File: src/rtl/wph_pkg.sv
// Shared constants, types and helper functions for the wave pillar height block.
// No dependencies; every other file imports this package.
package wph_pkg;

  // Grid and field widths
  localparam int GRID_DIM   = 32;
  localparam int IDX_W      = 5;
  localparam int TIME_W     = 24;
  localparam int SPC_W      = 16;
  localparam int PAT_W      = 3;
  localparam int HGT_W      = 14;
  localparam int CFG_IDX_W  = 2;
  localparam int CFG_DATA_W = 16;

  // Centred index, coordinate, radius widths
  localparam int CENT_W  = ((GRID_DIM > 64) ? $clog2(GRID_DIM) : 6) + 2;
  localparam int COORD_W = CENT_W + SPC_W;
  localparam int CS_W    = COORD_W + 1;
  localparam int SQ_W    = 2 * COORD_W;
  localparam int ROOT_W  = COORD_W;
  localparam int ATN_W   = COORD_W + 2;

  // Phase and CORDIC
  localparam int PH_W       = 32;
  localparam int CRD_STEPS  = 16;
  localparam int SC_W       = 28;
  localparam int SA_W       = PH_W + 2;
  localparam int UNIT_W     = 18;
  localparam int H_W        = 36;
  localparam int WIDE_W     = 40;
  localparam int COORD_FRAC = 17;
  localparam int TIME_FRAC  = 16;

  localparam logic [PH_W-1:0] HALF_U32 = PH_W'(1) << (PH_W - 1);
  localparam logic signed [SA_W-1:0] QUARTER_TURN = SA_W'(1) <<< (PH_W - 2);
  localparam logic signed [SA_W-1:0] HALF_TURN    = SA_W'(1) <<< (PH_W - 1);
  localparam logic signed [SC_W-1:0] CORDIC_GAIN  = SC_W'(10188014);
  localparam logic signed [WIDE_W-1:0] ONE_Q16    = WIDE_W'(65536);

  // Phase constants: round(c * 2^32 / (2*pi))
  localparam logic [PH_W-1:0] K_2_0 = 32'd1367130551;
  localparam logic [PH_W-1:0] K_3_0 = 32'd2050695827;
  localparam logic [PH_W-1:0] K_1_5 = 32'd1025347913;
  localparam logic [PH_W-1:0] K_2_5 = 32'd1708913189;
  localparam logic [PH_W-1:0] K_1_2 = 32'd820278331;
  localparam logic [PH_W-1:0] K_0_5 = 32'd341782638;
  localparam logic [PH_W-1:0] K_3_1 = 32'd2119052354;
  localparam logic [PH_W-1:0] K_1_7 = 32'd1162060968;
  localparam logic [PH_W-1:0] K_2_7 = 32'd1845626244;
  localparam logic [PH_W-1:0] K_2_3 = 32'd1572200134;
  localparam logic [PH_W-1:0] K_1_9 = 32'd1298774024;

  // Pattern codes
  localparam logic [PAT_W-1:0] PAT_RIPPLE   = 3'd1;
  localparam logic [PAT_W-1:0] PAT_DIAGONAL = 3'd2;
  localparam logic [PAT_W-1:0] PAT_SPIRAL   = 3'd3;
  localparam logic [PAT_W-1:0] PAT_CROSS    = 3'd4;
  localparam logic [PAT_W-1:0] PAT_BREATH   = 3'd5;
  localparam logic [PAT_W-1:0] PAT_LAYERED  = 3'd6;

  // Register indexes
  localparam logic [CFG_IDX_W-1:0] REG_PATTERN = 2'd0;
  localparam logic [CFG_IDX_W-1:0] REG_SPACING = 2'd1;

  localparam logic [SPC_W-1:0] SPACING_RST = 16'd29491;

  typedef struct packed {
    logic signed [COORD_W-1:0] cx;
    logic signed [COORD_W-1:0] cz;
    logic signed [CS_W-1:0]    cs;
    logic [TIME_W-1:0]         t;
  } item_t;

  typedef struct packed {
    item_t             it;
    logic [ROOT_W-1:0] d;
  } geo_t;

  // atan(2^-i) in turns
  function automatic logic [PH_W-1:0] atan_turn(input logic [3:0] i);
    case (i)
      4'd0:    return 32'd536870912;
      4'd1:    return 32'd316933406;
      4'd2:    return 32'd167458907;
      4'd3:    return 32'd85004756;
      4'd4:    return 32'd42667331;
      4'd5:    return 32'd21354465;
      4'd6:    return 32'd10679838;
      4'd7:    return 32'd5340245;
      4'd8:    return 32'd2670163;
      4'd9:    return 32'd1335087;
      4'd10:   return 32'd667544;
      4'd11:   return 32'd333772;
      4'd12:   return 32'd166886;
      4'd13:   return 32'd83443;
      4'd14:   return 32'd41722;
      4'd15:   return 32'd20861;
      default: return '0;
    endcase
  endfunction

  // Saturate to [-1, 1] in Q16
  function automatic logic signed [UNIT_W-1:0] clamp_unit(input logic signed [WIDE_W-1:0] v);
    if (v > ONE_Q16) return UNIT_W'(65536);
    if (v < -ONE_Q16) return -UNIT_W'(65536);
    return v[UNIT_W-1:0];
  endfunction

endpackage

File: src/rtl/wph_atan.sv
// Pipelined vectoring CORDIC: angle of (cx, cz) in turns, sideband carried along.
// Depends on wph_pkg.
module wph_atan
  import wph_pkg::*;
(
  input  logic            clk_i,
  input  logic            rst_ni,
  input  logic            en_i,
  input  logic            vld_i,
  input  geo_t            geo_i,
  output logic            vld_o,
  output geo_t            geo_o,
  output logic [PH_W-1:0] ang_o
);

  logic                    vld_q  [CRD_STEPS+1];
  logic                    zero_q [CRD_STEPS+1];
  logic signed [ATN_W-1:0] x_q    [CRD_STEPS+1];
  logic signed [ATN_W-1:0] y_q    [CRD_STEPS+1];
  logic [PH_W-1:0]         z_q    [CRD_STEPS+1];
  geo_t                    geo_q  [CRD_STEPS+1];

  logic signed [ATN_W-1:0] x_in;
  logic signed [ATN_W-1:0] y_in;

  assign x_in = ATN_W'(geo_i.it.cx);
  assign y_in = ATN_W'(geo_i.it.cz);

  // Turn the left half plane by half a turn
  always_ff @(posedge clk_i or negedge rst_ni) begin
    if (!rst_ni) begin
      vld_q[0] <= 1'b0;
    end else if (en_i) begin
      vld_q[0] <= vld_i;
    end
  end

  always_ff @(posedge clk_i) begin
    if (en_i) begin
      geo_q[0]  <= geo_i;
      zero_q[0] <= (x_in == '0) && (y_in == '0);
      if (x_in < 0) begin
        x_q[0] <= -x_in;
        y_q[0] <= -y_in;
        z_q[0] <= HALF_U32;
      end else begin
        x_q[0] <= x_in;
        y_q[0] <= y_in;
        z_q[0] <= '0;
      end
    end
  end

  for (genvar i = 0; i < CRD_STEPS; i++) begin : g_step
    localparam logic [PH_W-1:0] StepAtan = atan_turn(4'(i));
    logic signed [ATN_W-1:0] dx;
    logic signed [ATN_W-1:0] dy;

    assign dx = y_q[i] >>> i;
    assign dy = x_q[i] >>> i;

    always_ff @(posedge clk_i or negedge rst_ni) begin
      if (!rst_ni) begin
        vld_q[i+1] <= 1'b0;
      end else if (en_i) begin
        vld_q[i+1] <= vld_q[i];
      end
    end

    always_ff @(posedge clk_i) begin
      if (en_i) begin
        geo_q[i+1]  <= geo_q[i];
        zero_q[i+1] <= zero_q[i];
        if (y_q[i] > 0) begin
          x_q[i+1] <= x_q[i] + dx;
          y_q[i+1] <= y_q[i] - dy;
          z_q[i+1] <= z_q[i] + StepAtan;
        end else begin
          x_q[i+1] <= x_q[i] - dx;
          y_q[i+1] <= y_q[i] + dy;
          z_q[i+1] <= z_q[i] - StepAtan;
        end
      end
    end
  end

  // The origin has no direction: report zero turns
  assign vld_o = vld_q[CRD_STEPS];
  assign geo_o = geo_q[CRD_STEPS];
  assign ang_o = zero_q[CRD_STEPS] ? '0 : z_q[CRD_STEPS];

endmodule

File: config.mk
export PLATFORM = sky130hd
export DESIGN_NAME = wph_atan
export DESIGN_NICKNAME = d
export VERILOG_FILES = /design/src/rtl/wph_pkg.sv /design/src/rtl/wph_atan.sv
export SDC_FILE = /design/constraint.sdc
export NUM_CORES = 2
export LEC_CHECK = 0
export BUFFER_PORTS_ARGS = -buffer_cell sky130_fd_sc_hd__buf_2
export CAP_MARGIN = 25
export CORE_UTILIZATION = 50
export DETAILED_ROUTE_END_ITERATION = 12
export PLACE_DENSITY_LB_ADDON = 0.12
export SLEW_MARGIN = 25
export SYNTH_ARGS = -nofsm -noshare
export SYNTH_HDL_FRONTEND = slang
export SYNTH_SLANG_ARGS = --single-unit
File: constraint.sdc
create_clock -name clk_i -period 5.8 [get_ports clk_i]
set_input_delay 1.45 -clock clk_i [delete_from_list [all_inputs] [get_ports clk_i]]
set_output_delay 1.45 -clock clk_i [all_outputs]
set_load 0.02 [all_outputs]
==> flow_metrics.tcl <==
set metrics [dict create \
    status "completed" \
    yosys.area_share.simple_pct 8.14 \
    cpMostUsedCell "buf_4" \
    instances_no_fill 18800 \
    cts_made_buffers 347 \
    wirelength_um 375000 \
    cts_tree "yes" \
    die_y_um 578 \
    maxSlewViolCount 0 \
    yosysTopAreaCell "edfxtp_1" \
    synthesis.area_um2 166000 \
    tightest_slew_ns 1.11 \
    hold_viol 0 \
    vias 104000 \
    arrival_ns 6.23 \
    ant_nets 0 \
    yosys.area.top_type_share_pct 59.7 \
    syn_inst 12900 \
    max_slew_margin_pct 25.9 \
    start_util_pct 50.3 \
    cap_violations 0 \
    ys_ff_latch 3322 \
    firstDrtPassIters 8 \
    synth_edf_count 3305 \
    cp_max_fo 20 \
    track_usage_pct 21.9 \
    cts_root_buf "clkbuf_16" \
    worstSetupStartpointType "register" \
    viasPerCell 5.54 \
    drive_above_1_share_pct 12.3 \
    nNetsFinal 15500 \
    rsz0062_at_grt "yes" \
    reg2reg_from "y_q[13][20]" \
    portBuffers 277 \
    clock_path_buffers 4 \
    r2r_slack_ns 0.25 \
    critPathTopFamily "compound AO/OA/AOI/OAI gates" \
    finClkSkew_ns 0.0559 \
    holdPathEnd "geo_q[9][72]" \
    clk-insertion-delay-late_ns 0.94 \
    io-pin-count 279 \
    dieArea_um2 335000 \
    synth_compound_area_share_pct 12.6 \
    htree_levels 5 \
    grt-ovfl-total 0 \
    dp_cells 18200 \
    yosys_warnings 0 \
    synthFlopType "edfxtp_1" \
    crit_type "reg2reg" \
    die_w_um 578 \
    cp.depth 20 \
    core-area_um2 331000 \
    first_iter_violations 6701 \
    crit_buf_inv 5 \
    async_flop_share_pct 0.512 \
    synth_top_family_by_area "compound AO/OA/AOI/OAI gates" \
    max_freq_mhz 180 \
    antenna_found_initial 7 \
    syn-num-nets 14200 \
    cp-end-kind "register" \
    hold_path.class "reg2reg" \
    synth_area_leaders "edfxtp_1 (60%), ha_1 (8.8%), xnor2_1 (5.3%)" \
    placed_area_um2 179000 \
    synth_xor_area_share_pct 7.85 \
    crit_path_top_delay_cell "or4_1" \
    stdcell_area_um2 190000 \
    fp-row-count 211 \
    cp.required_ns 6.48 \
    grt_pass1_wl_um 577000 \
    yosys-top-cells-count "edfxtp_1 (3,305), ha_1 (1,175), xnor2_1 (1,012)" \
    routedWlPerCell_um 20.0 \
    place.gp.congestion 0.946 \
    clk_pin_slew_ns 0.06 \
    grt_max_degree 222 \
    r2r_end "z_q[14][26]" \
    cts.sinks 3322 \
    rr_worst_depth 20 \
    synthToLayoutAreaGrowth_pct 14.6 \
    synthMostInstantiatedCell "edfxtp_1" \
    dp_hpwl_um 283000 \
    synthAdderAreaFrac_pct 9.33 \
    setup_tns_ns 0 \
    postCtsHoldBufs 0 \
    synth.area.mux_share_pct 0.404 \
    fin_crit_sh_pct 95.7 \
    slowest_delay_ns 0.56 \
    setup_viol 0 \
    drcViolationCount 0 \
    synth.avg_cell_area_um2 12.9 \
    crit_chain "or4_1 > nor3_1 > nand2b_1 > or3_1 > nor2_1 > buf_4 > o21ai_1 > buf_4 > buf_4 > ha_1 > a211oi_1 > o21ai_0 > a41o_1 > a2111oi_1 > buf_4 > o41ai_1 > o221a_2 > a221o_1 > buf_4 > xor2_1" \
    grt_pass1_vias 103000 \
    synthDistinctLibCells 98 \
    whs_path_depth 0 \
    fin_crit_ns 5.55 \
    hp-start "geo_q[8][72]" \
    ys_seq_area_share_pct 60.0 \
]
## logic make-up after synthesis
group / after synthesis
flops: 3322
compound gates: 3274
xor+xnor: 1490
other cells: 1
fa+ha+maj: 1215
buf+inv: 750
simple gates: 2782
mux: 63
## final cells by class
class | instances | area (um2)
multi-input combinational | 8825 | 63900
timing repair buffer | 1104 | 7930
antenna | 3 | 7.51
sequential | 3322 | 99700
fill | 26800 | 140000
clock inverter | 209 | 2400
tap | 4366 | 5460
clock buffer | 417 | 8990
inverter | 540 | 2030
## what timing repair did
item,4_1_cts,5_1_grt
setup buffers,0,2
resized for setup,0,40
endpoints found under the setup margin,0,92
## how the worst max path moves through the flow
stage	startpoint	to	slack [ns]
floorplan	en_i	z_q[14][30]	0.02
global placement	en_i	x_q[13][24]	-0.37
detailed placement	en_i	y_q[7][22]	-0.34
CTS	y_q[4][9]	x_q[5][25]	0.11
global route	y_q[12][19]	x_q[13][24]	-0.14
finish	y_q[13][20]	z_q[14][26]	0.25
## stage by stage
stage	hold slack, ns	setup slack [ns]	util, %
final	0.381	0.247	57.6
after global routing	0.384	-0.142	57.6
after floorplan	0.400	0.0192	-
after global placement	0.400	-0.372	54.1
after detailed placement	0.405	-0.336	54.1
after CTS	0.335	0.111	57.5
## routing by layer
metal / up-vias / share of wire [%] / track usage [%]
li1: 51200 / - / -
met1: 50200 / 43 / 28.2
met2: 2125 / 49 / 38.0
met3: 600 / 3.7 / 2.70
met4: 2 / 3.6 / 7.68
met5: - / 0.0035 / 0
## flip-flops by register name (all words and copies together), names as in the netlist
register  count
vld_o         1
zero_q       17
vld_q        16
y_q         416
z_q         440
geo_q      2057
x_q         375
## worst reg2reg max path, delay by kind of cell (launching register included)
| kind | cells | cell delay (ns) |
|---|---|---|
| XOR/XNOR | 1 | 0.31 |
| adder cells (fa/ha/maj) | 1 | 0.29 |
| flip-flops | 1 | 0.39 |
| AND/OR/NAND/NOR | 5 | 1.42 |
| AO/OA/AOI/OAI | 8 | 2.01 |
| buffers and inverters | 5 | 0.87 |
## layout by cell type (no fill, tap or decap), types with 87 or more instances in the layout
master	count
ha_1	1175
buf_4	801
a21oi_1	968
o21bai_1	134
xnor2_1	1010
nand3_1	181
clkbuf_16	349
or3_1	94
inv_1	524
edfxtp_1	3305
o31ai_1	155
xor2_1	478
buf_2	276
a31oi_1	87
o21ai_0	625
nor4_1	97
o21a_1	172
a21o_1	449
nand2_1	648
nor2_1	805
nand2b_1	161
nor3_1	227
nor2b_1	184
Power is left out: the tool's default activity adds up to more than one toggle a clock period on the data nets, which glitch-free logic cannot reach.
