--- config.mk ---
export PLATFORM = sky130hd
export DESIGN_NAME = wph_isqrt
export DESIGN_NICKNAME = d
export VERILOG_FILES = /design/src/rtl/wph_pkg.sv /design/src/rtl/wph_isqrt.sv
export SDC_FILE = /design/constraint.sdc
export NUM_CORES = 2
export LEC_CHECK = 0
export BUFFER_PORTS_ARGS = -buffer_cell sky130_fd_sc_hd__buf_2
export CORE_MARGIN = 2
export CORE_UTILIZATION = 40
export CTS_BUF_LIST = sky130_fd_sc_hd__clkbuf_8
export CTS_CLUSTER_DIAMETER = 120
export CTS_CLUSTER_SIZE = 8
export DETAILED_ROUTE_END_ITERATION = 10
export SLEW_MARGIN = 30
export SYNTH_ARGS = -nofsm -noshare
export SYNTH_HDL_FRONTEND = slang
export SYNTH_MEMORY_MAX_BITS = 65536
export SYNTH_SLANG_ARGS = --single-unit
--- constraint.sdc ---
create_clock -name clk_i -period 6.72 [get_ports clk_i]
set_clock_uncertainty 0.15 [all_clocks]
set_input_delay 0.336 -clock clk_i [delete_from_list [all_inputs] [get_ports clk_i]]
set_output_delay 0.336 -clock clk_i [all_outputs]
set_load 0.005 [all_outputs]
--- src/rtl/wph_pkg.sv ---
// Shared constants, types and helper functions for the wave pillar height block.
// No dependencies; every other file imports this package.
package wph_pkg;

  // Grid and field widths
  localparam int GRID_DIM   = 32;
  localparam int IDX_W      = 5;
  localparam int TIME_W     = 24;
  localparam int SPC_W      = 16;
  localparam int PAT_W      = 3;
  localparam int HGT_W      = 14;
  localparam int CFG_IDX_W  = 2;
  localparam int CFG_DATA_W = 16;

  // Centred index, coordinate, radius widths
  localparam int CENT_W  = ((GRID_DIM > 64) ? $clog2(GRID_DIM) : 6) + 2;
  localparam int COORD_W = CENT_W + SPC_W;
  localparam int CS_W    = COORD_W + 1;
  localparam int SQ_W    = 2 * COORD_W;
  localparam int ROOT_W  = COORD_W;
  localparam int ATN_W   = COORD_W + 2;

  // Phase and CORDIC
  localparam int PH_W       = 32;
  localparam int CRD_STEPS  = 16;
  localparam int SC_W       = 28;
  localparam int SA_W       = PH_W + 2;
  localparam int UNIT_W     = 18;
  localparam int H_W        = 36;
  localparam int WIDE_W     = 40;
  localparam int COORD_FRAC = 17;
  localparam int TIME_FRAC  = 16;

  localparam logic [PH_W-1:0] HALF_U32 = PH_W'(1) << (PH_W - 1);
  localparam logic signed [SA_W-1:0] QUARTER_TURN = SA_W'(1) <<< (PH_W - 2);
  localparam logic signed [SA_W-1:0] HALF_TURN    = SA_W'(1) <<< (PH_W - 1);
  localparam logic signed [SC_W-1:0] CORDIC_GAIN  = SC_W'(10188014);
  localparam logic signed [WIDE_W-1:0] ONE_Q16    = WIDE_W'(65536);

  // Phase constants: round(c * 2^32 / (2*pi))
  localparam logic [PH_W-1:0] K_2_0 = 32'd1367130551;
  localparam logic [PH_W-1:0] K_3_0 = 32'd2050695827;
  localparam logic [PH_W-1:0] K_1_5 = 32'd1025347913;
  localparam logic [PH_W-1:0] K_2_5 = 32'd1708913189;
  localparam logic [PH_W-1:0] K_1_2 = 32'd820278331;
  localparam logic [PH_W-1:0] K_0_5 = 32'd341782638;
  localparam logic [PH_W-1:0] K_3_1 = 32'd2119052354;
  localparam logic [PH_W-1:0] K_1_7 = 32'd1162060968;
  localparam logic [PH_W-1:0] K_2_7 = 32'd1845626244;
  localparam logic [PH_W-1:0] K_2_3 = 32'd1572200134;
  localparam logic [PH_W-1:0] K_1_9 = 32'd1298774024;

  // Pattern codes
  localparam logic [PAT_W-1:0] PAT_RIPPLE   = 3'd1;
  localparam logic [PAT_W-1:0] PAT_DIAGONAL = 3'd2;
  localparam logic [PAT_W-1:0] PAT_SPIRAL   = 3'd3;
  localparam logic [PAT_W-1:0] PAT_CROSS    = 3'd4;
  localparam logic [PAT_W-1:0] PAT_BREATH   = 3'd5;
  localparam logic [PAT_W-1:0] PAT_LAYERED  = 3'd6;

  // Register indexes
  localparam logic [CFG_IDX_W-1:0] REG_PATTERN = 2'd0;
  localparam logic [CFG_IDX_W-1:0] REG_SPACING = 2'd1;

  localparam logic [SPC_W-1:0] SPACING_RST = 16'd29491;

  typedef struct packed {
    logic signed [COORD_W-1:0] cx;
    logic signed [COORD_W-1:0] cz;
    logic signed [CS_W-1:0]    cs;
    logic [TIME_W-1:0]         t;
  } item_t;

  typedef struct packed {
    item_t             it;
    logic [ROOT_W-1:0] d;
  } geo_t;

  // atan(2^-i) in turns
  function automatic logic [PH_W-1:0] atan_turn(input logic [3:0] i);
    case (i)
      4'd0:    return 32'd536870912;
      4'd1:    return 32'd316933406;
      4'd2:    return 32'd167458907;
      4'd3:    return 32'd85004756;
      4'd4:    return 32'd42667331;
      4'd5:    return 32'd21354465;
      4'd6:    return 32'd10679838;
      4'd7:    return 32'd5340245;
      4'd8:    return 32'd2670163;
      4'd9:    return 32'd1335087;
      4'd10:   return 32'd667544;
      4'd11:   return 32'd333772;
      4'd12:   return 32'd166886;
      4'd13:   return 32'd83443;
      4'd14:   return 32'd41722;
      4'd15:   return 32'd20861;
      default: return '0;
    endcase
  endfunction

  // Saturate to [-1, 1] in Q16
  function automatic logic signed [UNIT_W-1:0] clamp_unit(input logic signed [WIDE_W-1:0] v);
    if (v > ONE_Q16) return UNIT_W'(65536);
    if (v < -ONE_Q16) return -UNIT_W'(65536);
    return v[UNIT_W-1:0];
  endfunction

endpackage

--- src/rtl/wph_isqrt.sv ---
// Pipelined integer square root, one result bit per stage, sideband carried along.
// Depends on wph_pkg.
module wph_isqrt
  import wph_pkg::*;
(
  input  logic              clk_i,
  input  logic              rst_ni,
  input  logic              en_i,
  input  logic              vld_i,
  input  logic [SQ_W-1:0]   rad_i,
  input  item_t             side_i,
  output logic              vld_o,
  output logic [ROOT_W-1:0] root_o,
  output item_t             side_o
);

  logic            vld_q  [ROOT_W];
  logic [SQ_W-1:0] rem_q  [ROOT_W];
  logic [SQ_W-1:0] res_q  [ROOT_W];
  item_t           side_q [ROOT_W];

  for (genvar k = 0; k < ROOT_W; k++) begin : g_step
    localparam logic [SQ_W-1:0] StepBit = SQ_W'(1) << (2 * (ROOT_W - 1 - k));
    logic            vld_in;
    logic [SQ_W-1:0] rem_in;
    logic [SQ_W-1:0] res_in;
    logic [SQ_W-1:0] trial;
    item_t           side_in;

    if (k == 0) begin : g_first
      assign vld_in  = vld_i;
      assign rem_in  = rad_i;
      assign res_in  = '0;
      assign side_in = side_i;
    end else begin : g_next
      assign vld_in  = vld_q[k-1];
      assign rem_in  = rem_q[k-1];
      assign res_in  = res_q[k-1];
      assign side_in = side_q[k-1];
    end

    assign trial = res_in + StepBit;

    always_ff @(posedge clk_i or negedge rst_ni) begin
      if (!rst_ni) begin
        vld_q[k] <= 1'b0;
      end else if (en_i) begin
        vld_q[k] <= vld_in;
      end
    end

    always_ff @(posedge clk_i) begin
      if (en_i) begin
        side_q[k] <= side_in;
        if (rem_in >= trial) begin
          rem_q[k] <= rem_in - trial;
          res_q[k] <= (res_in >> 1) + StepBit;
        end else begin
          rem_q[k] <= rem_in;
          res_q[k] <= res_in >> 1;
        end
      end
    end
  end

  assign vld_o  = vld_q[ROOT_W-1];
  assign root_o = res_q[ROOT_W-1][ROOT_W-1:0];
  assign side_o = side_q[ROOT_W-1];

endmodule

==> impl_metrics.env <==
export IMPL_status="finished, final reports clean"
export IMPL_power_per_cell_area_nw_per_um2=317.2
export IMPL_fin_crit_ns=4.298
export IMPL_synth_edff_count=3732
export IMPL_yosysWarnings=0
export IMPL_ff2ff_setup_slack_ns=2.42
export IMPL_syn_avg_cell_area_sq_um=17.79
export IMPL_crit_fanout=36
export IMPL_async_flop_share_pct=0.6390
export IMPL_synth_top_area_cell="edfxtp_1"
export IMPL_fin_nets=9313
export IMPL_via_per_inst=4.910
export IMPL_rr_endpoint="rem_q[5][47]$_DFFE_PP_"
export IMPL_cts_hold_fix_buffers=297
export IMPL_critPathKind="reg2reg"
export IMPL_cts_clk_slew_worst_paths_ns=0.06
export IMPL_rr_worst_depth=10
export IMPL_clock_path_buffers=4
export IMPL_hold_slack_ns=0.2161
export IMPL_cts_setup_buffers=0
export IMPL_combPwrFrac_pct=10.0
export IMPL_wl_per_cell_um=18.38
export IMPL_synth_common_cells="3732 x edfxtp_1, 412 x nand2_1, 384 x inv_1"
export IMPL_grt_pass1_vias=68920
export IMPL_drive_gt1_share_pct=12.09
export IMPL_switching_share_pct=24.53
export IMPL_power_switching_mw=12.23
export IMPL_grt_max_degree=199
export IMPL_antenna_found_initial=4
export IMPL_drt_total_wl_mm=248.1
export IMPL_clkPwrFrac_pct=31.5
export IMPL_min_delay_path_depth=2
export IMPL_maxSlewViolCount=0
export IMPL_yosysSeqAreaShare_pct=81.35
export IMPL_fp_coreArea_sq_um=345400
export IMPL_synthFlopType="edfxtp_1"
export IMPL_setup_ws_ns=2.422
export IMPL_min_period_over_period_pct=63.96
export IMPL_fill_cells=29200
export IMPL_drtAntennaViolNets=0
export IMPL_numCtsBuffers=541
export IMPL_finalPower_mw=49.88
export IMPL_num_rows=216
export IMPL_design_die_area_sq_um=351000
export IMPL_hp_start="en_i"
export IMPL_fmax_ghz=0.2327
export IMPL_max_slew_margin_rel_pct=26.92
export IMPL_ios=271
export IMPL_grt_use_total_pct=13.89
export IMPL_htree_levels=6
export IMPL_dp_hpwl_mm=162.6
export IMPL_dp_slack_ns=2.430
export IMPL_drc_errors=0
export IMPL_reg2reg_from="rem_q[4][163]$_DFFE_PP_"
export IMPL_synth_distinct_cells=87
export IMPL_pwr_share_seq_pct=58.5
export IMPL_intPower_mw=37.65
export IMPL_cp_end_kind="flop"
export IMPL_root_buffer="clkbuf_8"
export IMPL_fp_dieW_um=592.4
export IMPL_num_vias=66270
export IMPL_initial_utilization_pct=40.10
export IMPL_drtPass1Iterations=6
export IMPL_worstSetupStartpointType="flop"
export IMPL_cts_resized=0
export IMPL_tightest_slew_ns=1.069
export IMPL_place_congestion=0.9210
export IMPL_synth_seq_cells=3756
export IMPL_gr_total_overflow=0
export IMPL_final_util_pct=45.53
export IMPL_die_y_um=592.4
export IMPL_cts_tree="done"
export IMPL_synth_cells=7787
export IMPL_grt_pass1_wl_mm=384.0
export IMPL_yosysMostFrequentCell="edfxtp_1"
export IMPL_arrival_ns=4.97
export IMPL_maxCapViolations=0
export IMPL_irDropWorstVdd_mv=0.1878
export IMPL_rsz0062_at_grt="no"
export IMPL_setup_tns_ns=0
export IMPL_synth_top_area_share_pct=80.92
export IMPL_drt_iter0_markers=4551
export IMPL_hold_class="in2reg"
export IMPL_portBuffers=270
export IMPL_cts_sinks=3756
export IMPL_netlist_top_cells_area="edfxtp_1 81%, ha_1 2.9%, xor2_1 1.5%"
export IMPL_syn_num_nets=8258
export IMPL_netlist_area_sq_um=138500
export IMPL_hold_violations=0
export IMPL_area_delta_synth_final_pct=13.55
export IMPL_leakage_nw=55.38
export IMPL_insertion_delay_ns=1.14
export IMPL_holdPathEnd="rem_q[5][115]$_DFFE_PP_"
export IMPL_cp_required_ns=7.39
export IMPL_setup_viol=0
## metal layers
layer	global-route usage [%]	vias up	routed length, um
met5	0	-	0
met4	6.860	0	11500
met3	2.397	634	9597
met2	24.97	1437	128600
met1	15.94	32320	98350
li1	-	31880	-
## critical path: stages, from the launching register on
cell      delay [ns]
edfxtp_1        0.39
ha_1            0.46
nand4_1         0.21
or4_1           0.64
or4_1           0.62
and3_1          0.21
o211ai_1        0.07
buf_4           0.40
nand4_1         0.40
nor3_1          0.34
xor2_1          0.12
## sequential cells by signal, summed over array words and instances, names as in the netlist
name / count
vld_o: 1
rem_q: 1104
g_step.vld_in: 23
res_q: 300
side_q: 2328
## through the flow
step | instance area, sq um | cells
floorplan | 138500 | 7787
global placement | 145800 | 12580
detailed placement | 145800 | 12580
CTS | 157200 | 13490
global route | 157300 | 13500
finish | 157300 | 13500
## worst max path at each step
stage	start	to	slack, ns
after floorplan	en_i	rem_q[5][0]$_DFFE_PP_	2.84
after global placement	rem_q[5][34]$_DFFE_PP_	rem_q[5][79]$_DFFE_PP_	2.13
after detailed placement	rem_q[4][132]$_DFFE_PP_	rem_q[4][186]$_DFFE_PP_	2.43
after CTS	res_q[4][163]$_DFFE_PP_	rem_q[5][47]$_DFFE_PP_	2.40
after global routing	res_q[4][163]$_DFFE_PP_	rem_q[5][47]$_DFFE_PP_	2.22
final	rem_q[4][163]$_DFFE_PP_	rem_q[5][47]$_DFFE_PP_	2.42
## power groups by stage
stage	clock, mW	combinational (mW)	sequential, mW
after detailed placement	0	4.86	29.7
final	15.7	4.98	29.2
after floorplan	0	3.34	29.2
after global placement	0	4.81	29.7
after global routing	17.3	5.56	29.4
after CTS	16.5	5.01	29.2
## cells in the final DEF, fill, tap and decap left out, drive strengths merged, types with 17 or more instances in the layout
cell	n
inv	444
or4	51
nand3b	17
buf	344
or3	47
ha	322
nand4	89
edfxtp	3732
a211oi	29
nor4b	33
o21bai	20
o31ai	31
nor4	193
dfrtp	24
o21a	60
o211ai	39
and3	26
clkbuf	542
and2	28
nand3	92
nand2	412
nand2b	62
nor2b	47
or2	24
xor2	240
a21oi	269
o21ai	299
nor3	165
a31oi	23
a21o	116
xnor2	235
nor2	288
dlygate4sd3	297
mux2	61
## final cells by class
| class | instances | area (sq um) | area share (%) |
|---|---|---|---|
| sequential | 3756 | 112700 | 71.65 |
| multi-input combinational | 3517 | 23910 | 15.20 |
| clock buffer | 542 | 7460 | 4.744 |
| tap | 4578 | 5728 | 3.642 |
| timing repair buffer | 641 | 5105 | 3.246 |
| inverter | 385 | 1445 | 0.9190 |
| clock inverter | 75 | 934.6 | 0.5943 |
| antenna | 4 | 10.01 | 0.006365 |
## cell families after synthesis
logic type | synth area share, %
flip-flops | 81.35
AND/OR/NAND/NOR | 6.124
AO/OA/AOI/OAI | 4.618
buffers and inverters | 1.432
XOR/XNOR | 3.004
adder cells (fa/ha/maj) | 2.909
multiplexers | 0.5610
Power figures use the tool's default switching activity.
