File: src/rtl/wph_pkg.sv
// Shared constants, types and helper functions for the wave pillar height block.
// No dependencies; every other file imports this package.
package wph_pkg;

  // Grid and field widths
  localparam int GRID_DIM   = 32;
  localparam int IDX_W      = 5;
  localparam int TIME_W     = 24;
  localparam int SPC_W      = 16;
  localparam int PAT_W      = 3;
  localparam int HGT_W      = 14;
  localparam int CFG_IDX_W  = 2;
  localparam int CFG_DATA_W = 16;

  // Centred index, coordinate, radius widths
  localparam int CENT_W  = ((GRID_DIM > 64) ? $clog2(GRID_DIM) : 6) + 2;
  localparam int COORD_W = CENT_W + SPC_W;
  localparam int CS_W    = COORD_W + 1;
  localparam int SQ_W    = 2 * COORD_W;
  localparam int ROOT_W  = COORD_W;
  localparam int ATN_W   = COORD_W + 2;

  // Phase and CORDIC
  localparam int PH_W       = 32;
  localparam int CRD_STEPS  = 16;
  localparam int SC_W       = 28;
  localparam int SA_W       = PH_W + 2;
  localparam int UNIT_W     = 18;
  localparam int H_W        = 36;
  localparam int WIDE_W     = 40;
  localparam int COORD_FRAC = 17;
  localparam int TIME_FRAC  = 16;

  localparam logic [PH_W-1:0] HALF_U32 = PH_W'(1) << (PH_W - 1);
  localparam logic signed [SA_W-1:0] QUARTER_TURN = SA_W'(1) <<< (PH_W - 2);
  localparam logic signed [SA_W-1:0] HALF_TURN    = SA_W'(1) <<< (PH_W - 1);
  localparam logic signed [SC_W-1:0] CORDIC_GAIN  = SC_W'(10188014);
  localparam logic signed [WIDE_W-1:0] ONE_Q16    = WIDE_W'(65536);

  // Phase constants: round(c * 2^32 / (2*pi))
  localparam logic [PH_W-1:0] K_2_0 = 32'd1367130551;
  localparam logic [PH_W-1:0] K_3_0 = 32'd2050695827;
  localparam logic [PH_W-1:0] K_1_5 = 32'd1025347913;
  localparam logic [PH_W-1:0] K_2_5 = 32'd1708913189;
  localparam logic [PH_W-1:0] K_1_2 = 32'd820278331;
  localparam logic [PH_W-1:0] K_0_5 = 32'd341782638;
  localparam logic [PH_W-1:0] K_3_1 = 32'd2119052354;
  localparam logic [PH_W-1:0] K_1_7 = 32'd1162060968;
  localparam logic [PH_W-1:0] K_2_7 = 32'd1845626244;
  localparam logic [PH_W-1:0] K_2_3 = 32'd1572200134;
  localparam logic [PH_W-1:0] K_1_9 = 32'd1298774024;

  // Pattern codes
  localparam logic [PAT_W-1:0] PAT_RIPPLE   = 3'd1;
  localparam logic [PAT_W-1:0] PAT_DIAGONAL = 3'd2;
  localparam logic [PAT_W-1:0] PAT_SPIRAL   = 3'd3;
  localparam logic [PAT_W-1:0] PAT_CROSS    = 3'd4;
  localparam logic [PAT_W-1:0] PAT_BREATH   = 3'd5;
  localparam logic [PAT_W-1:0] PAT_LAYERED  = 3'd6;

  // Register indexes
  localparam logic [CFG_IDX_W-1:0] REG_PATTERN = 2'd0;
  localparam logic [CFG_IDX_W-1:0] REG_SPACING = 2'd1;

  localparam logic [SPC_W-1:0] SPACING_RST = 16'd29491;

  typedef struct packed {
    logic signed [COORD_W-1:0] cx;
    logic signed [COORD_W-1:0] cz;
    logic signed [CS_W-1:0]    cs;
    logic [TIME_W-1:0]         t;
  } item_t;

  typedef struct packed {
    item_t             it;
    logic [ROOT_W-1:0] d;
  } geo_t;

  // atan(2^-i) in turns
  function automatic logic [PH_W-1:0] atan_turn(input logic [3:0] i);
    case (i)
      4'd0:    return 32'd536870912;
      4'd1:    return 32'd316933406;
      4'd2:    return 32'd167458907;
      4'd3:    return 32'd85004756;
      4'd4:    return 32'd42667331;
      4'd5:    return 32'd21354465;
      4'd6:    return 32'd10679838;
      4'd7:    return 32'd5340245;
      4'd8:    return 32'd2670163;
      4'd9:    return 32'd1335087;
      4'd10:   return 32'd667544;
      4'd11:   return 32'd333772;
      4'd12:   return 32'd166886;
      4'd13:   return 32'd83443;
      4'd14:   return 32'd41722;
      4'd15:   return 32'd20861;
      default: return '0;
    endcase
  endfunction

  // Saturate to [-1, 1] in Q16
  function automatic logic signed [UNIT_W-1:0] clamp_unit(input logic signed [WIDE_W-1:0] v);
    if (v > ONE_Q16) return UNIT_W'(65536);
    if (v < -ONE_Q16) return -UNIT_W'(65536);
    return v[UNIT_W-1:0];
  endfunction

endpackage

File: src/rtl/wph_sincos.sv
// Pipelined rotation CORDIC: sine and cosine of a phase in turns, Q16 results.
// Depends on wph_pkg.
module wph_sincos
  import wph_pkg::*;
(
  input  logic                     clk_i,
  input  logic                     rst_ni,
  input  logic                     en_i,
  input  logic                     vld_i,
  input  logic [PH_W-1:0]          ph_i,
  output logic                     vld_o,
  output logic signed [UNIT_W-1:0] sin_o,
  output logic signed [UNIT_W-1:0] cos_o
);

  logic                   vld_q  [CRD_STEPS+1];
  logic                   flip_q [CRD_STEPS+1];
  logic signed [SC_W-1:0] x_q    [CRD_STEPS+1];
  logic signed [SC_W-1:0] y_q    [CRD_STEPS+1];
  logic signed [SA_W-1:0] a_q    [CRD_STEPS+1];

  logic signed [SA_W-1:0] a_in;
  logic signed [SA_W-1:0] a_fold;
  logic                   flip_in;

  logic                     vld_out_q;
  logic signed [UNIT_W-1:0] sin_q;
  logic signed [UNIT_W-1:0] cos_q;
  logic signed [SC_W-1:0]   x_rnd;
  logic signed [SC_W-1:0]   y_rnd;
  logic signed [UNIT_W-1:0] cos_c;

  // Fold into the right half plane, remember to flip the cosine
  always_comb begin
    a_in    = $signed({{(SA_W-PH_W){ph_i[PH_W-1]}}, ph_i});
    a_fold  = a_in;
    flip_in = 1'b0;
    if (a_in > QUARTER_TURN) begin
      a_fold  = HALF_TURN - a_in;
      flip_in = 1'b1;
    end else if (a_in < -QUARTER_TURN) begin
      a_fold  = -HALF_TURN - a_in;
      flip_in = 1'b1;
    end
  end

  always_ff @(posedge clk_i or negedge rst_ni) begin
    if (!rst_ni) begin
      vld_q[0] <= 1'b0;
    end else if (en_i) begin
      vld_q[0] <= vld_i;
    end
  end

  always_ff @(posedge clk_i) begin
    if (en_i) begin
      x_q[0]    <= CORDIC_GAIN;
      y_q[0]    <= '0;
      a_q[0]    <= a_fold;
      flip_q[0] <= flip_in;
    end
  end

  for (genvar i = 0; i < CRD_STEPS; i++) begin : g_step
    localparam logic signed [SA_W-1:0] StepAtan = $signed({2'b00, atan_turn(4'(i))});
    logic signed [SC_W-1:0] dx;
    logic signed [SC_W-1:0] dy;

    assign dx = y_q[i] >>> i;
    assign dy = x_q[i] >>> i;

    always_ff @(posedge clk_i or negedge rst_ni) begin
      if (!rst_ni) begin
        vld_q[i+1] <= 1'b0;
      end else if (en_i) begin
        vld_q[i+1] <= vld_q[i];
      end
    end

    always_ff @(posedge clk_i) begin
      if (en_i) begin
        flip_q[i+1] <= flip_q[i];
        if (a_q[i] >= 0) begin
          x_q[i+1] <= x_q[i] - dx;
          y_q[i+1] <= y_q[i] + dy;
          a_q[i+1] <= a_q[i] - StepAtan;
        end else begin
          x_q[i+1] <= x_q[i] + dx;
          y_q[i+1] <= y_q[i] - dy;
          a_q[i+1] <= a_q[i] + StepAtan;
        end
      end
    end
  end

  // Round Q24 to Q16 and saturate
  assign x_rnd = (x_q[CRD_STEPS] + SC_W'(128)) >>> 8;
  assign y_rnd = (y_q[CRD_STEPS] + SC_W'(128)) >>> 8;
  assign cos_c = clamp_unit(WIDE_W'(x_rnd));

  always_ff @(posedge clk_i or negedge rst_ni) begin
    if (!rst_ni) begin
      vld_out_q <= 1'b0;
    end else if (en_i) begin
      vld_out_q <= vld_q[CRD_STEPS];
    end
  end

  always_ff @(posedge clk_i) begin
    if (en_i) begin
      sin_q <= clamp_unit(WIDE_W'(y_rnd));
      cos_q <= flip_q[CRD_STEPS] ? -cos_c : cos_c;
    end
  end

  assign vld_o = vld_out_q;
  assign sin_o = sin_q;
  assign cos_o = cos_q;

endmodule

File: config.mk
export PLATFORM = sky130hd
export DESIGN_NAME = wph_sincos
export DESIGN_NICKNAME = d
export VERILOG_FILES = /design/src/rtl/wph_pkg.sv /design/src/rtl/wph_sincos.sv
export SDC_FILE = /design/constraint.sdc
export NUM_CORES = 2
export LEC_CHECK = 0
export ABC_AREA = 1
export BUFFER_PORTS_ARGS = -buffer_cell sky130_fd_sc_hd__buf_2
export CORE_MARGIN = 2
export CORE_UTILIZATION = 60
export CTS_CLUSTER_DIAMETER = 50
export DETAILED_ROUTE_END_ITERATION = 8
export PLACE_DENSITY = 0.87
export SLEW_MARGIN = 10
export SYNTH_ARGS = -nofsm -noshare
export SYNTH_HDL_FRONTEND = slang
export SYNTH_SLANG_ARGS = --single-unit
File: constraint.sdc
create_clock -name clk_i -period 7 [get_ports clk_i]
set_input_delay 0.35 -clock clk_i [delete_from_list [all_inputs] [get_ports clk_i]]
set_output_delay 0.35 -clock clk_i [all_outputs]
set_load 0.005 [all_outputs]
==> qor.yml <==
global_route:
  antenna_found_initial: 1
  grt_usage_pct: 29.6
  grt_max_degree: 186
  grt_pass1_vias: 96200
  grt_pass1_wl_um: 486000
  grt.overflow.total: 0
synthesis:
  syn_inst: 14300
  syn-num-nets: 15500
  yosys_register_bits: 1387
  yosysSeqAreaShare_pct: 35.5
  syn_area_per_cell_um2: 8.19
  ys.flop_type: "edfxtp_1"
  synth_edf_count: 1369
  async_flop_share_pct: 1.30
  synth_cell_types: 73
  yosys_warnings: 0
  syn_area_mm2: 0.117
floorplan:
  core_mm2: 0.194
  die_w_um: 446
  die_area_mm2: 0.198
  rows: 162
  die-height_um: 446
  io_pins: 73
  initial_core_util_pct: 60.2
worst_setup_path:
  critPathKind: "input pin to flip-flop"
  timing.rr.start: "x_q[9][9]$_DFFE_PP_"
  cpMostUsedCell: "nand2_1"
  start_kind: "input pin"
  cpMaxStageDelayCell: "inv_2"
  reg2reg_to: "y_q[10][25]$_DFFE_PP_"
  cp.depth: 22
  crit_path_end_kind: "flip-flop"
  worst-path-buf-inv: 6
  required_ns: 7.60
  rrSetupSlack_ns: 2.19
  crit_end: "y_q[10][23]$_DFFE_PP_"
  cp.arrival_ns: 5.53
  critPathMaxFanout: 89
  ff2ff_path_depth: 19
  slowest_delay_ns: 0.72
  cp_top_family: "buffers and inverters"
  critPathLaunch: "en_i"
  crit_chain: "dlygate4sd3_1 > buf_12 > nand2_8 > inv_2 > nor2_1 > xor2_1 > inv_1 > ha_1 > nand2_1 > inv_1 > a21oi_1 > o21ai_0 > a21boi_0 > inv_1 > nand2_1 > nand2_1 > a21oi_1 > o21ai_0 > nand2_1 > nand2_1 > nand2_1 > nand2_1"
timing:
  hold_viol: 0
  period_share_pct: 70.5
  finalClockSkew_ns: 0.0687
  tightest_slew_ns: 1.10
  fin_crit_ns: 4.93
  fin_setup_tns_ns: 0
  max_slew_margin_pct: 26.9
  final_max_slew_viol_count: 0
  setup-violations-final: 0
  rsz0062_at_grt: "no"
  fin_ws_ns: 2.07
  fmax_mhz: 203
min_path:
  min_path_type: "input pin to flip-flop"
clock_tree:
  cts.sinks: 1387
  post_cts_buffers: 0
  clk_latency_ns: 0.87
  post_cts_resized: 0
  clk_root_buffer_cell: "clkbuf_16"
  cts_buffers: 181
  cts.clk_slew.worst_paths_ns: 0.06
  cts_buffer_depth: 3
  cts_max_level: 4
  cts_hold_buf: 44
  cts_tree: "done"
finish:
  utilization_pct: 65.2
  drive_gt1_share_pct: 4.14
  area_growth_pct: 8.40
  fin_nets: 15700
routing:
  wl_um: 301000
  post_drt_wl_per_cell_um: 17.5
  dr.pass1.iters: 9
  viasPerCell: 5.87
  drtIter0Drc: 9802
  drc: 0
  via_count: 101000
  drtAntennaViolNets: 0
place:
  port_buffers: 72
  place_congestion: 1.02
  dpl.hpwl_um: 231000
  preCtsSetupSlack_ns: 2.00
job:
  cap_viol_max_count: 0
status:
  outcome: "completed"
placed cells by master (no fill, tap or decap), drive strengths merged, types with 18 or more instances in the layout:
cell type	Yosys	final
a2111oi	20	20
a211oi	29	29
a21boi	106	106
a21o	87	87
a21oi	1441	1441
a221oi	23	23
a31oi	191	191
buf	54	109
clkbuf	83	196
clkinv	7	73
clkinvlp	0	20
dfrtp	18	18
dlygate4sd3	0	44
edfxtp	1369	1369
fa	36	36
ha	1121	1121
inv	1860	1900
nand2	2601	2601
nand3	412	412
nand4	151	151
nor2	1451	1451
nor3	238	238
nor4	80	80
o2111ai	21	21
o211ai	37	37
o21a	39	39
o21ai	792	792
o21bai	103	103
o311ai	25	25
o31ai	51	51
or2	37	37
xnor2	545	545
xor2	1147	1147
worst min-delay path, cell delays in order:
cell           delay [ns]
dlygate4sd3_1        0.52
buf_2                0.09
nand2_1              0.04
nand2_1              0.06
final cells by class:
| type | count | area (µm²) |
|---|---|---|
| clock inverter | 143 | 1640 |
| inverter | 1867 | 7010 |
| sequential | 1387 | 41600 |
| timing repair buffer | 153 | 1130 |
| clock buffer | 196 | 4600 |
| antenna | 1 | 2.50 |
| fill | 15400 | 67600 |
| multi-input combinational | 10900 | 67700 |
| tap | 2542 | 3180 |
Yosys cell counts (all sizes together), types with 2 or more instances:
cell     number  share of area [%]
nand2      2601                8.5
inv        1860                6.0
nor2       1451                4.8
a21oi      1441                6.2
edfxtp     1369                 35
xor2       1147                8.6
ha         1121                 12
o21ai       792                3.5
xnor2       545                4.1
nand3       412                1.8
nor3        238                1.1
a31oi       191                1.0
nand4       151               0.81
a21boi      106               0.70
o21bai      103               0.69
a21o         87               0.56
clkbuf       83               0.27
nor4         80               0.44
buf          54               0.36
o31ai        51               0.33
o21a         39               0.25
o211ai       37               0.24
or2          37               0.20
fa           36               0.62
a211oi       29               0.19
o311ai       25               0.19
a221oi       23               0.17
o2111ai      21               0.16
a2111oi      20               0.15
dfrtp        18               0.39
o41ai        17               0.13
and3         16              0.086
o221ai       16               0.12
nand3b       14              0.090
and2         10              0.053
nor3b         8              0.051
clkinv        7              0.024
o311a         5              0.043
a31o          3              0.022
or4           3              0.019
a22oi         2              0.013
o211a         2              0.017
o221a         2              0.019
worst min path at each step:
stage                     depth (start not counted)  startpoint  slack [ns]                    end
after floorplan                                   0      rst_ni        0.05      vld_o$_DFFE_PN0P_
after detailed placement                          1      rst_ni        0.31  vld_q[14]$_DFFE_PN0P_
after global routing                              2     ph_i[0]        0.26    a_q[0][0]$_DFFE_PP_
after CTS                                         2     ph_i[0]        0.19    a_q[0][0]$_DFFE_PP_
final                                             4       vld_i        0.26  vld_q[16]$_DFFE_PN0P_
after global placement                            1      rst_ni        0.30  vld_q[16]$_DFFE_PN0P_
per-layer routing:
| metal | part of all wire, % | global-route usage (%) |
|---|---|---|
| met3 | 7.4 | 4.23 |
| met5 | 0.0043 | 0 |
| met1 | 41 | 37.6 |
| met4 | 4.3 | 12.1 |
| met2 | 47 | 50.7 |
per-stage QoR:
stage / instance area, µm² / instances / hold WS (ns)
floorplan: 117000 / 14300 / 0.0544
detailed placement: 120000 / 16800 / 0.308
CTS: 127000 / 17200 / 0.191
global placement: 120000 / 16800 / 0.298
finish: 127000 / 17200 / 0.257
global route: 127000 / 17200 / 0.260
state kept, by name, summed over array words and instances, names as in the netlist:
signal,flops
x_q,393
a_q,510
vld_o,1
cos_o,18
sin_o,18
flip_q,17
vld_q,17
y_q,413
cell families (layout without fill, tap and decap cells):
logic type / after synthesis / after routing / synth area share, %
other cells: 0 / 1 / 0
compound gates: 3015 / 3015 / 14.7
flops: 1387 / 1387 / 35.5
simple gates: 5021 / 5021 / 17.8
fa+ha+maj: 1157 / 1157 / 12.6
xor+xnor: 1692 / 1692 / 12.7
buf+inv: 2004 / 2359 / 6.61
Power is left out: the tool's default activity adds up to more than one toggle a clock period on the data nets, which glitch-free logic cannot reach.
